`src/hdl/pcpe_pkg.sv`:
```
// ---------------------------------------------------------------------------
// pcpe_pkg: shared types and constants for the piecewise cubic evaluator
// Beat layouts, status codes, fixed-point limits and the command and status
// groups that run between the controller and the datapath.
// ---------------------------------------------------------------------------
package pcpe_pkg;

    // Input beat layout (s_tdata), lowest bit first
    localparam int SLOT_W      = 4;
    localparam int POS_W       = 32;
    localparam int COEF_W      = 48;
    localparam int SLOT_LSB    = 0;
    localparam int START_LSB   = SLOT_LSB + SLOT_W;
    localparam int CONST_LSB   = START_LSB + POS_W;
    localparam int LIN_LSB     = CONST_LSB + COEF_W;
    localparam int QUAD_LSB    = LIN_LSB + COEF_W;
    localparam int CUBIC_LSB   = QUAD_LSB + COEF_W;
    localparam int QUERY_LSB   = CUBIC_LSB + COEF_W;
    localparam int S_DATA_W    = 264;

    // Output beat layout (m_tdata)
    localparam int VALUE_W     = 32;
    localparam int M_DATA_W    = 40;
    localparam int STATUS_W    = 3;

    // Request kinds (s_tuser)
    localparam logic REQ_WRITE = 1'b0;
    localparam logic REQ_QUERY = 1'b1;

    // Result status codes (m_tuser)
    localparam logic [STATUS_W-1:0] ST_EVAL    = 3'd0;
    localparam logic [STATUS_W-1:0] ST_EMPTY   = 3'd1;
    localparam logic [STATUS_W-1:0] ST_BEFORE  = 3'd2;
    localparam logic [STATUS_W-1:0] ST_WRITTEN = 3'd3;
    localparam logic [STATUS_W-1:0] ST_SAT     = 3'd4;

    // Horner step: which coefficient is added after a multiply
    localparam logic [1:0] COEF_QUAD  = 2'd0;
    localparam logic [1:0] COEF_LIN   = 2'd1;
    localparam logic [1:0] COEF_CONST = 2'd2;

    // Shared multiplier: 48-bit magnitude taken 16 bits per cycle
    localparam int DIGIT_W    = 16;
    localparam int MUL_DIGITS = 3;
    localparam int PROD_W     = 81;

    localparam logic signed [COEF_W-1:0] Q48_MAX = 48'sh7FFF_FFFF_FFFF;
    localparam logic signed [COEF_W-1:0] Q48_MIN = 48'sh8000_0000_0000;
    localparam logic signed [VALUE_W-1:0] Q32_MAX = 32'sh7FFF_FFFF;
    localparam logic signed [VALUE_W-1:0] Q32_MIN = 32'sh8000_0000;

    // One profile record as held in the table
    typedef struct packed {
        logic signed [COEF_W-1:0] c_cubic;
        logic signed [COEF_W-1:0] c_quad;
        logic signed [COEF_W-1:0] c_lin;
        logic signed [COEF_W-1:0] c_const;
        logic signed [POS_W-1:0]  start;
    } pcpe_rec_t;

    // Controller to datapath commands
    typedef struct packed {
        logic       mem_we;
        logic       q_load;
        logic       sel_load;
        logic       ds_calc;
        logic       mul_load;
        logic       mul_digit;
        logic       mul_round;
        logic       mul_add;
        logic [1:0] coef_sel;
        logic       fin_round;
        logic       stage_write;
        logic       stage_empty;
        logic       stage_before;
        logic       out_load;
    } pcpe_cmd_t;

    // Datapath to controller status
    typedef struct packed {
        logic start_gt_q;
        logic out_free;
    } pcpe_sts_t;

endpackage

```
`src/hdl/pcpe_ctrl.sv`:
```
// ---------------------------------------------------------------------------
// pcpe_ctrl: sequencer for the piecewise cubic evaluator
// Holds the record count register, runs the table scan and steps the shared
// multiplier through the three Horner products.
// ---------------------------------------------------------------------------
module pcpe_ctrl #(
    parameter int MAX_RECORDS = 16,
    parameter int IDX_W       = 4
) (
    input  logic                 aclk,
    input  logic                 aresetn,
    input  logic                 s_tvalid,
    output logic                 s_tready,
    input  logic                 req_type,
    input  logic                 cfg_wr_en,
    input  logic [4:0]           cfg_wr_data,
    input  pcpe_pkg::pcpe_sts_t  sts,
    output pcpe_pkg::pcpe_cmd_t  cmd,
    output logic [IDX_W-1:0]     rd_addr
);

    localparam int CNT_W = $clog2(MAX_RECORDS + 1);
    localparam int CMP_W = (CNT_W > 5) ? CNT_W : 5;

    localparam logic [3:0] S_IDLE  = 4'd0;
    localparam logic [3:0] S_SCAN  = 4'd1;
    localparam logic [3:0] S_DS    = 4'd2;
    localparam logic [3:0] S_MLOAD = 4'd3;
    localparam logic [3:0] S_MDIG  = 4'd4;
    localparam logic [3:0] S_MRND  = 4'd5;
    localparam logic [3:0] S_MADD  = 4'd6;
    localparam logic [3:0] S_FIN   = 4'd7;
    localparam logic [3:0] S_PUSH  = 4'd8;

    logic [3:0]       state_reg, state_next;
    logic [4:0]       record_count_reg, record_count_next;
    logic [CNT_W-1:0] scan_reg, scan_next;
    logic [CNT_W-1:0] scan_inc;
    logic [1:0]       dig_reg, dig_next;
    logic [1:0]       step_reg, step_next;
    logic [CMP_W-1:0] rc_x;
    logic [CMP_W-1:0] max_x;
    logic [CNT_W-1:0] count;
    logic             accept;

    // effective record count, capped at the table depth
    assign rc_x  = CMP_W'(record_count_reg);
    assign max_x = CMP_W'(MAX_RECORDS);
    assign count = (rc_x > max_x) ? max_x[CNT_W-1:0] : rc_x[CNT_W-1:0];

    assign s_tready = (state_reg == S_IDLE);
    assign accept   = s_tvalid && s_tready;
    assign scan_inc = scan_reg + 1'b1;

    assign record_count_next = cfg_wr_en ? cfg_wr_data : record_count_reg;

    // next state and commands
    always_comb begin
        cmd          = '0;
        cmd.coef_sel = step_reg;
        rd_addr      = '0;
        state_next   = state_reg;
        scan_next    = scan_reg;
        dig_next     = dig_reg;
        step_next    = step_reg;
        case (state_reg)
            S_IDLE: begin
                if (accept) begin
                    cmd.q_load = 1'b1;
                    if (req_type == pcpe_pkg::REQ_WRITE) begin
                        cmd.mem_we      = 1'b1;
                        cmd.stage_write = 1'b1;
                        state_next      = S_PUSH;
                    end else if (count == '0) begin
                        cmd.stage_empty = 1'b1;
                        state_next      = S_PUSH;
                    end else begin
                        scan_next  = '0;
                        state_next = S_SCAN;
                    end
                end
            end
            S_SCAN: begin
                // table data for entry scan_reg is on the read port
                if (sts.start_gt_q) begin
                    if (scan_reg == '0) begin
                        cmd.stage_before = 1'b1;
                        state_next       = S_PUSH;
                    end else begin
                        state_next = S_DS;
                    end
                end else begin
                    cmd.sel_load = 1'b1;
                    if (scan_inc < count) begin
                        rd_addr   = scan_inc[IDX_W-1:0];
                        scan_next = scan_inc;
                    end else begin
                        state_next = S_DS;
                    end
                end
            end
            S_DS: begin
                cmd.ds_calc = 1'b1;
                step_next   = pcpe_pkg::COEF_QUAD;
                state_next  = S_MLOAD;
            end
            S_MLOAD: begin
                cmd.mul_load = 1'b1;
                dig_next     = '0;
                state_next   = S_MDIG;
            end
            S_MDIG: begin
                cmd.mul_digit = 1'b1;
                if (dig_reg == 2'(pcpe_pkg::MUL_DIGITS - 1)) begin
                    state_next = S_MRND;
                end else begin
                    dig_next = dig_reg + 1'b1;
                end
            end
            S_MRND: begin
                cmd.mul_round = 1'b1;
                state_next    = S_MADD;
            end
            S_MADD: begin
                cmd.mul_add = 1'b1;
                if (step_reg == pcpe_pkg::COEF_CONST) begin
                    state_next = S_FIN;
                end else begin
                    step_next  = step_reg + 1'b1;
                    state_next = S_MLOAD;
                end
            end
            S_FIN: begin
                cmd.fin_round = 1'b1;
                state_next    = S_PUSH;
            end
            S_PUSH: begin
                if (sts.out_free) begin
                    cmd.out_load = 1'b1;
                    state_next   = S_IDLE;
                end
            end
            default: begin
                state_next = S_IDLE;
            end
        endcase
    end

    // control registers
    always_ff @(posedge aclk) begin
        if (!aresetn) begin
            state_reg        <= S_IDLE;
            record_count_reg <= '0;
            scan_reg         <= '0;
            dig_reg          <= '0;
            step_reg         <= pcpe_pkg::COEF_QUAD;
        end else begin
            state_reg        <= state_next;
            record_count_reg <= record_count_next;
            scan_reg         <= scan_next;
            dig_reg          <= dig_next;
            step_reg         <= step_next;
        end
    end

endmodule

```
`config.mk`:
```
export PLATFORM = sky130hd
export DESIGN_NAME = pcpe_ctrl
export DESIGN_NICKNAME = d
export VERILOG_FILES = /design/src/hdl/pcpe_pkg.sv /design/src/hdl/pcpe_ctrl.sv
export SDC_FILE = /design/constraint.sdc
export NUM_CORES = 1
export LEC_CHECK = 0
export BUFFER_PORTS_ARGS = -buffer_cell sky130_fd_sc_hd__buf_2
export CAP_MARGIN = 0
export CORE_ASPECT_RATIO = 0.75
export CORE_MARGIN = 5
export CORE_UTILIZATION = 45
export DETAILED_ROUTE_END_ITERATION = 8
export GPL_TIMING_DRIVEN = 0
export MAX_ROUTING_LAYER = met4
export PLACE_DENSITY_LB_ADDON = 0.15
export SYNTH_ARGS = -nofsm -noshare
export SYNTH_HDL_FRONTEND = slang
export SYNTH_SLANG_ARGS = --single-unit
export TNS_END_PERCENT = 30
```
`constraint.sdc`:
```
create_clock -name aclk -period 2.95 [get_ports aclk]
set_input_delay 0.295 -clock aclk [delete_from_list [all_inputs] [get_ports aclk]]
set_output_delay 0.295 -clock aclk [all_outputs]
set_load 0.1 [all_outputs]
```
==> flow_metrics.tcl, run 1 <==
set metrics [dict create \
    final-setup-viol-count 0 \
    die_area_um2 3830 \
    clkPwrFrac_pct 27.3 \
    cts_max_path_buffers 2 \
    drive_above_1_share_pct 35.4 \
    cp.arrival_ns 2.60 \
    min_path_type "primary input to register" \
    final_nets 213 \
    grt_max_degree 11 \
    cts_sinks 18 \
    crit_path_start_kind "register" \
    layout_common_cells "buf_2 (26), nor2_1 (15), dfxtp_1 (15)" \
    diodes 0 \
    timing.final.crit_share_pct 98.2 \
    synth_cells 153 \
    status "finished clean" \
    fin_tns_setup_ns 0 \
    cts_root_buf "clkbuf_4" \
    place_congestion 0.920 \
    synth_seq_area_share_pct 29.8 \
    maxSlewHeadroom_pct 65.5 \
    p_seq_share_pct 41.7 \
    n_fill_cell 222 \
    die_y_um 54.9 \
    antenna_found_initial 0 \
    switching_share_pct 38.2 \
    multi_input_area_um2 896 \
    first_pass_iters 6 \
    postCtsHoldBufs 0 \
    grt_usage_pct 18.6 \
    post-route-util_pct 65.6 \
    synth_cell_types 44 \
    synth.avg_cell_area_um2 7.89 \
    grt_pass1_vias 1191 \
    vias 1330 \
    grt_pass1_wl_um 5410 \
    die_w_um 69.8 \
    ys_warn_count 0 \
    powerDensity_nw_per_um2 362 \
    power.leakage_uw 0.000701 \
    endpoint_kind "output port" \
    layout_commonest_cell "buf_2" \
    use_met1_pct 22.3 \
    totalWireLength_um 3750 \
    start_util_pct 46.8 \
    r2r_end "state_reg[0]" \
    min_from "cfg_wr_data[4]" \
    hold_viol 0 \
    met2_usage_pct 30.9 \
    rr_worst_depth 11 \
    vdd_drop_max_v 0.000263 \
    drt-wirelength-per-cell_um 16.4 \
    regArea_um2 369 \
    cp.required_ns 2.65 \
    async_reset_ff_share_pct 0 \
    syn_nets 173 \
    skew_ns 0.0168 \
    p_int_uw 379 \
    synth_top_area_share_pct 29.8 \
    p_comb_share_pct 30.9 \
    min_period_ns 2.90 \
    fmax_mhz 345 \
    rrSetupSlack_ns 0.45 \
    clk_latency_ns 0.33 \
    switchingPower_uw 235 \
    synth_ff_type "dfxtp_1" \
    place_hpwl_um 2530 \
    yosys_register_bits 18 \
    tightest_slew_ns 0.512 \
    routed_via_density 5.83 \
    cts_max_level 1 \
    maxSlewViolCount 0 \
    overflow 0 \
    netlist_area_um2 1210 \
    boundaryPins 32 \
    drv_cap 0 \
    cts_tree "yes" \
    drtIter0Drc 78 \
    hold_depth 3 \
    area_delta_synth_final_pct 40.3 \
    r2r-start "scan_reg[2]" \
    crit_type "register to output port" \
    synth_area_leaders "dfxtp_1 (30%), ha_1 (8.3%), mux2i_1 (6.6%)" \
    holdPathEnd "rc_x[4]" \
    rows 16 \
    synth_top_cell_by_area "dfxtp_1" \
    busiest_layer "met2" \
    critical_path.max_fanout 6 \
    ant_nets 0 \
    use_met3_pct 4.77 \
    port-buffer-count 29 \
    crit_path_start "scan_reg[2]" \
    clk_pin_slew_ns 0.12 \
    coreArea_um2 2580 \
    synth-edff-count 0 \
    cts-buffers-inserted 3 \
    drc 0 \
]
-- worst max path at each step --
stage	to	slack, ns
detailed placement	rd_addr[2]	-0.06
global route	rd_addr[2]	-0.05
finish	rd_addr[2]	0.05
CTS	rd_addr[2]	0.007
global placement	rd_addr[2]	-0.04
floorplan	cmd[14]	-0.34
-- per-stage QoR --
step	power (µW)	setup WS, ns	hold slack [ns]	area [µm²]	std cells
finish	614	0.0534	0.209	1690	228
global route	640	-0.0519	0.229	1690	228
CTS	602	0.00726	0.226	1570	224
detailed placement	444	-0.0600	0.509	1470	218
global placement	441	-0.0386	0.481	1470	218
floorplan	409	-0.336	0.442	1280	153
-- routing by layer --
| layer | up-vias | routed length [µm] |
|---|---|---|
| li1 | 624 | - |
| met1 | 637 | 1580 |
| met2 | 60 | 1760 |
| met3 | 9 | 341 |
| met4 | 0 | 69 |
| met5 | - | 0 |
-- worst max-delay path, cell delays in order (launching register included) --
cell and delay (ns):
dfxtp_2 0.43, nand3_1 0.16, xor2_2 0.25, inv_1 0.08
ha_1 0.32, a311o_1 0.33, or2_1 0.24, buf_6 0.14
a21oi_4 0.14, buf_12 0.19
-- layout make-up --
cell class	count	share of cell area, %
Multi-Input combinational cell	113	52.9
Inverter	11	2.44
Clock buffer	4	2.14
Timing Repair Buffer	35	13.4
Tap cell	36	2.66
Buffer	11	4.73
Sequential cell	18	21.8
-- power by group through the flow --
| stage | logic, µW | registers (µW) | clock network [µW] |
|---|---|---|---|
| 4_1_cts | 182 | 257 | 163 |
| 3_5_place_dp | 181 | 263 | 0 |
| 2_1_floorplan | 148 | 260 | 0 |
| 5_1_grt | 201 | 257 | 182 |
| 3_3_place_gp | 178 | 262 | 0 |
| 6_report | 190 | 256 | 168 |
-- cell usage after synthesis (2+ instances only) --
library cell  count
o32ai_1           2
nand2_1          13
nor2_1           17
o2111ai_1         2
buf_6             2
and3_1            2
o21ai_0           7
a21oi_1           8
dfxtp_1          18
nor4_1            5
nand3b_1          2
nand3_1           2
nor3_1            6
nor2b_1           3
ha_1              8
mux2i_1           8
nand2b_1          5
inv_1            11
a211o_1           2
clkbuf_1          6
-- timing repair --
action,in CTS,in global routing
buffers inserted,2,4
hold endpoints to repair,0,0
pin swaps,1,6
gates resized for setup,14,16
setup endpoints to repair,4,4
-- cell families after synthesis --
family | after synthesis | share of synthesized area, %
and+or+nand+nor | 63 | 27.0
AOI/OAI and AO/OA | 32 | 18.2
buffers and inverters | 22 | 8.50
DFF | 18 | 29.8
muxes | 8 | 6.63
adders and majority gates | 8 | 8.29
xor gates and xnor gates | 2 | 1.45
No activity file was read; power rests on OpenSTA's default activity.
==> run 2, diff against run 1 <==
Settings changed: CORE_UTILIZATION 45 to 35.
==> run 2 against run 1 <==
Compared with the run above: clock skew fell by 0.0098 ns; register-to-register slack got worse by 0.18 ns; sequential cell count did not move; routed wire length fell by 11%; largest cell class unchanged.
==> flow_metrics.tcl, run 2 (synthesis results as in run 1) <==
set metrics [dict create \
    clk_pin_slew_ns 0.07 \
    grt_pass1_vias 1197 \
    powerDensity_nw_per_um2 389 \
    crit_type "register to output port" \
    busiest_layer "met2" \
    antenna_found_initial 0 \
    overflow 0 \
    crit_path_start_kind "register" \
    critical_path.max_fanout 8 \
    die_area_um2 4740 \
    grt_usage_pct 15.5 \
    die_y_um 60.9 \
    use_met3_pct 3.86 \
    layout_commonest_cell "buf_2" \
    cp.required_ns 2.65 \
    drv_cap 0 \
    path_buf_inv 2 \
    min_period_ns 2.88 \
    min_path_type "primary input to register" \
    start_util_pct 36.5 \
    final-setup-viol-count 0 \
    cp_top_family "simple AND/OR/NAND/NOR gates" \
    cts_max_level 1 \
    cts_root_buf "clkbuf_8" \
    post-route-util_pct 50.3 \
    grt_max_degree 11 \
    totalWireLength_um 3320 \
    finalPower_uw 647 \
    tightest_slew_ns 0.551 \
    drtIter0Drc 101 \
    postCtsHoldBufs 0 \
    cp.arrival_ns 2.58 \
    drive_above_1_share_pct 31.9 \
    vias 1215 \
    rsz0062_at_grt "no" \
    power.leakage_uw 0.000691 \
    maxSlewHeadroom_pct 62.9 \
    port-buffer-count 29 \
    ant_nets 0 \
    path_cells "ha_4, nand2b_4, nand2_1, ha_4, a21o_1, a311o_1, or2_1, buf_6, nor2_2, buf_6" \
    use_met1_pct 21.0 \
    slowest_delay_ns 0.40 \
    timing.final.crit_share_pct 97.6 \
    cts_tree "yes" \
    area_delta_synth_final_pct 37.8 \
    clk_latency_ns 0.26 \
    cts-buffers-inserted 3 \
    fmax_mhz 347 \
    coreArea_um2 3310 \
    maxSlewViolCount 0 \
    grt_pass1_wl_um 5690 \
    vdd_drop_max_v 0.000195 \
    drt-wirelength-per-cell_um 14.4 \
    cts_sinks 18 \
    cts_max_path_buffers 2 \
    boundaryPins 32 \
    place_hpwl_um 2560 \
    fin_tns_setup_ns 0 \
    final_nets 212 \
    hold_viol 0 \
    setup_ws_ns 0.0719 \
    diodes 0 \
    first_pass_iters 4 \
    met2_usage_pct 23.2 \
    cp_slowest_cell "a311o_1" \
    post-place-ws_ns -0.103 \
    skew_ns 0.00701 \
    status "finished clean" \
    drc 0 \
    place_congestion 0.869 \
    rrSetupSlack_ns 0.27 \
    die_w_um 77.8 \
    rows 18 \
    hold_slack_ns 0.277 \
    endpoint_kind "output port" \
    routed_via_density 5.26 \
    layout_common_cells "buf_2 (26), nor2_1 (15), dfxtp_1 (15)" \
]
## run 2: metrics by stage
stage / instance area (µm²) / cells
after floorplan: 1280 / 153
after global placement: 1480 / 222
after detailed placement: 1480 / 222
after CTS: 1590 / 228
after global routing: 1660 / 231
final: 1660 / 231
## run 2: final timing paths
| path | startpoint | endpoint | depth (start not counted) |
|---|---|---|---|
| worst max register to register | scan_reg[0] | scan_reg[1] | 10 |
| worst min register to register | step_reg[0] | step_reg[0] | 2 |
| worst max-delay path | scan_reg[0] | rd_addr[1] | 10 |
| worst min-delay path | cfg_wr_data[3] | rc_x[3] | 3 |
## run 2: area by class of cell
class                   instances  area, µm²
fillers                       326       1650
multi-input cells             113        852
flip-flops and latches         18        367
repair buffers                 34        219
plain buffers                  11       80.1
clock buffers                   4       55.1
well taps                      40       50.0
inverters                      11       41.3
## run 2: metal layers
layer	share of wire, %	vias to the layer above	wire, µm
met5	0	-	0
met4	0.66	0	22
met3	5.9	2	197
met2	43	30	1450
met1	50	557	1660
li1	-	626	-
## run 2: repair_timing
action	in CTS	in global routing
hold endpoints to repair	0	0
endpoints found under the setup margin	4	4
pin swaps	1	3
setup buffers	2	3
gates cloned	0	0
gates resized for setup	13	9
## run 2: report_power, final
part	internal, µW	total, µW	switching [µW]
clock	119	205	86.0
combinational	53.1	186	133
sequential	249	256	6.88
## run 2: worst reg2reg max path, delay by kind of cell (launching register included)
kind,cells,cell delay [ns]
and+or+nand+nor,2,0.28
buffers and inverters,2,0.28
adders and majority gates,2,0.39
AOI/OAI and AO/OA,4,1.21
DFF,1,0.37
==> run 3, diff against run 2 <==
Settings changed: BUFFER_PORTS_ARGS -buffer_cell sky130_fd_sc_hd__buf_2 to unset, DONT_BUFFER_PORTS set to 1.
==> run 3 against run 2 <==
Compared with the run above: setup slack got worse by 0.67 ns; the run now ends with setup timing left; register-to-register slack got worse by 0.14 ns; power is 1.4% lower; critical endpoint is now cmd[14]; combinational power down 7%; highest routed layer unchanged; utilization is 0.11 points lower; die area unchanged; sequential cell count unchanged; final area fell by 0.23%; via count shrank 1.4%; non-clock buffer count decreased by 22; routed wire length increased by 1.1%; final cell count fell by 9.5%.
==> flow_metrics.tcl, run 3 (synthesis results as in run 1) <==
set metrics [dict create \
    status "finished with violations" \
    violations "setup timing" \
    boundaryPins 32 \
    overflow 0 \
    diodes 0 \
    drtIter0Drc 103 \
    cts-buffers-inserted 3 \
    grt_max_degree 11 \
    final-setup-viol-count 5 \
    power.leakage_uw 0.000617 \
    antenna_found_initial 0 \
    path_buf_inv 1 \
    grt_usage_pct 15.1 \
    clk_latency_ns 0.26 \
    die_area_um2 4740 \
    fin_tns_setup_ns -1.26 \
    maxSlewHeadroom_pct 3.51 \
    rows 18 \
    rr_worst_depth 5 \
    r2r_end "state_reg[3]" \
    ant_nets 0 \
    n_fill_cell 299 \
    cp.depth 4 \
    fin_cells 209 \
    critical_path.max_fanout 3 \
    cp_top_family "simple AND/OR/NAND/NOR gates" \
    drv_cap 0 \
    post-route-util_pct 50.2 \
    setup_ws_ns -0.594 \
    rsz0062_at_grt "yes" \
    crit_type "register to output port" \
    rrSetupSlack_ns 0.13 \
    powerDensity_nw_per_um2 384 \
    path_cells "nor4_4, and2_4, nor2b_4, buf_12" \
    timing.final.crit_share_pct 120 \
    fmax_mhz 282 \
    finalPower_uw 638 \
    place_hpwl_um 2520 \
    drc 0 \
    grt_pass1_vias 1105 \
    layout_commonest_cell "dfxtp_1" \
    endpoint_kind "output port" \
    min_period_ns 3.54 \
    hold_viol 0 \
    layout_common_cells "dfxtp_1 (13), nand2_1 (12), nor2_1 (12)" \
    cts_max_path_buffers 2 \
    cp_slowest_cell "nor4_4" \
    clk_pin_slew_ns 0.07 \
    vdd_drop_max_v 0.000309 \
    min_from "cfg_wr_data[4]" \
    postCtsHoldBufs 0 \
    cts_tree "yes" \
    crit_path_end "cmd[14]" \
    cts_sinks 18 \
    routed_via_density 5.73 \
    cp.required_ns 2.65 \
    vias 1198 \
    r2r-start "state_reg[3]" \
    slowest_delay_ns 1.20 \
    crit_path_start_kind "register" \
    start_util_pct 36.5 \
    grt_pass1_wl_um 5440 \
    tightest_slew_ns 1.44 \
    cp.arrival_ns 3.25 \
    min_path_type "primary input to register" \
    totalWireLength_um 3360 \
    die_y_um 60.9 \
    die_w_um 77.8 \
    first_pass_iters 4 \
    place_congestion 0.939 \
    area_delta_synth_final_pct 37.5 \
    dp.cells 200 \
    drt-wirelength-per-cell_um 16.1 \
    skew_ns 0.00595 \
    cts_root_buf "clkbuf_8" \
    port-buffer-count 0 \
    maxSlewViolCount 0 \
    drive_above_1_share_pct 30.2 \
    crit_path_start "state_reg[2]" \
    cts_max_level 1 \
    final_nets 190 \
    coreArea_um2 3310 \
    hold_slack_ns 0.185 \
]
## run 3: cell count changes in the layout (fill, tap and decap cells not counted), moves of 3 or more
| cell | delta |
|---|---|
| buf_8 | +3 |
| buf_2 | -26 |
| nor3_1 | -3 |
| dfxtp_4 | +3 |
| nor2_1 | -3 |
| buf_6 | -3 |
## run 3: worst min path at each step
| stage | end | depth (start not counted) |
|---|---|---|
| 2_1_floorplan | rc_x[0] | 2 |
| 5_1_grt | rc_x[4] | 2 |
| 4_1_cts | rc_x[4] | 2 |
| 3_3_place_gp | rc_x[4] | 2 |
| 6_report | rc_x[4] | 2 |
| 3_5_place_dp | rc_x[4] | 2 |
## run 3: metrics by stage
stage	instance area (µm²)	setup WS [ns]
6_report	1660	-0.594
5_1_grt	1660	-0.650
4_1_cts	1560	-0.604
3_5_place_dp	1470	-0.480
3_3_place_gp	1330	-0.456
2_1_floorplan	1280	-0.336
## run 3: layout make-up
| class | count | area, µm² | area share, % |
|---|---|---|---|
| sequential | 18 | 377 | 22.7 |
| inverter | 11 | 41.3 | 2.49 |
| timing repair buffer | 14 | 160 | 9.65 |
| buffer | 9 | 57.6 | 3.47 |
| multi-input combinational | 113 | 920 | 55.4 |
| tap | 40 | 50.0 | 3.01 |
| clock buffer | 4 | 55.1 | 3.32 |
## run 3: where the power goes
group	internal (µW)	switching (µW)	total, µW
logic	45.9	127	173
registers	248	8.41	256
clock network	119	89.5	208
total	413	225	638
## run 3: layer usage
metal / track usage [%] / up-vias / share of wire (%)
met4: 4.66 / 0 / 2.6
met2: 23.2 / 39 / 46
li1: - / 584 / -
met3: 4.45 / 10 / 6.8
met1: 19.1 / 565 / 45
met5: - / - / 0
## run 3: timing repair
item | CTS | global route
setup endpoints to repair | 6 | 7
pin swaps | 3 | 8
buffers inserted | 2 | 5
resized for setup | 10 | 14
gates cloned | 0 | 0
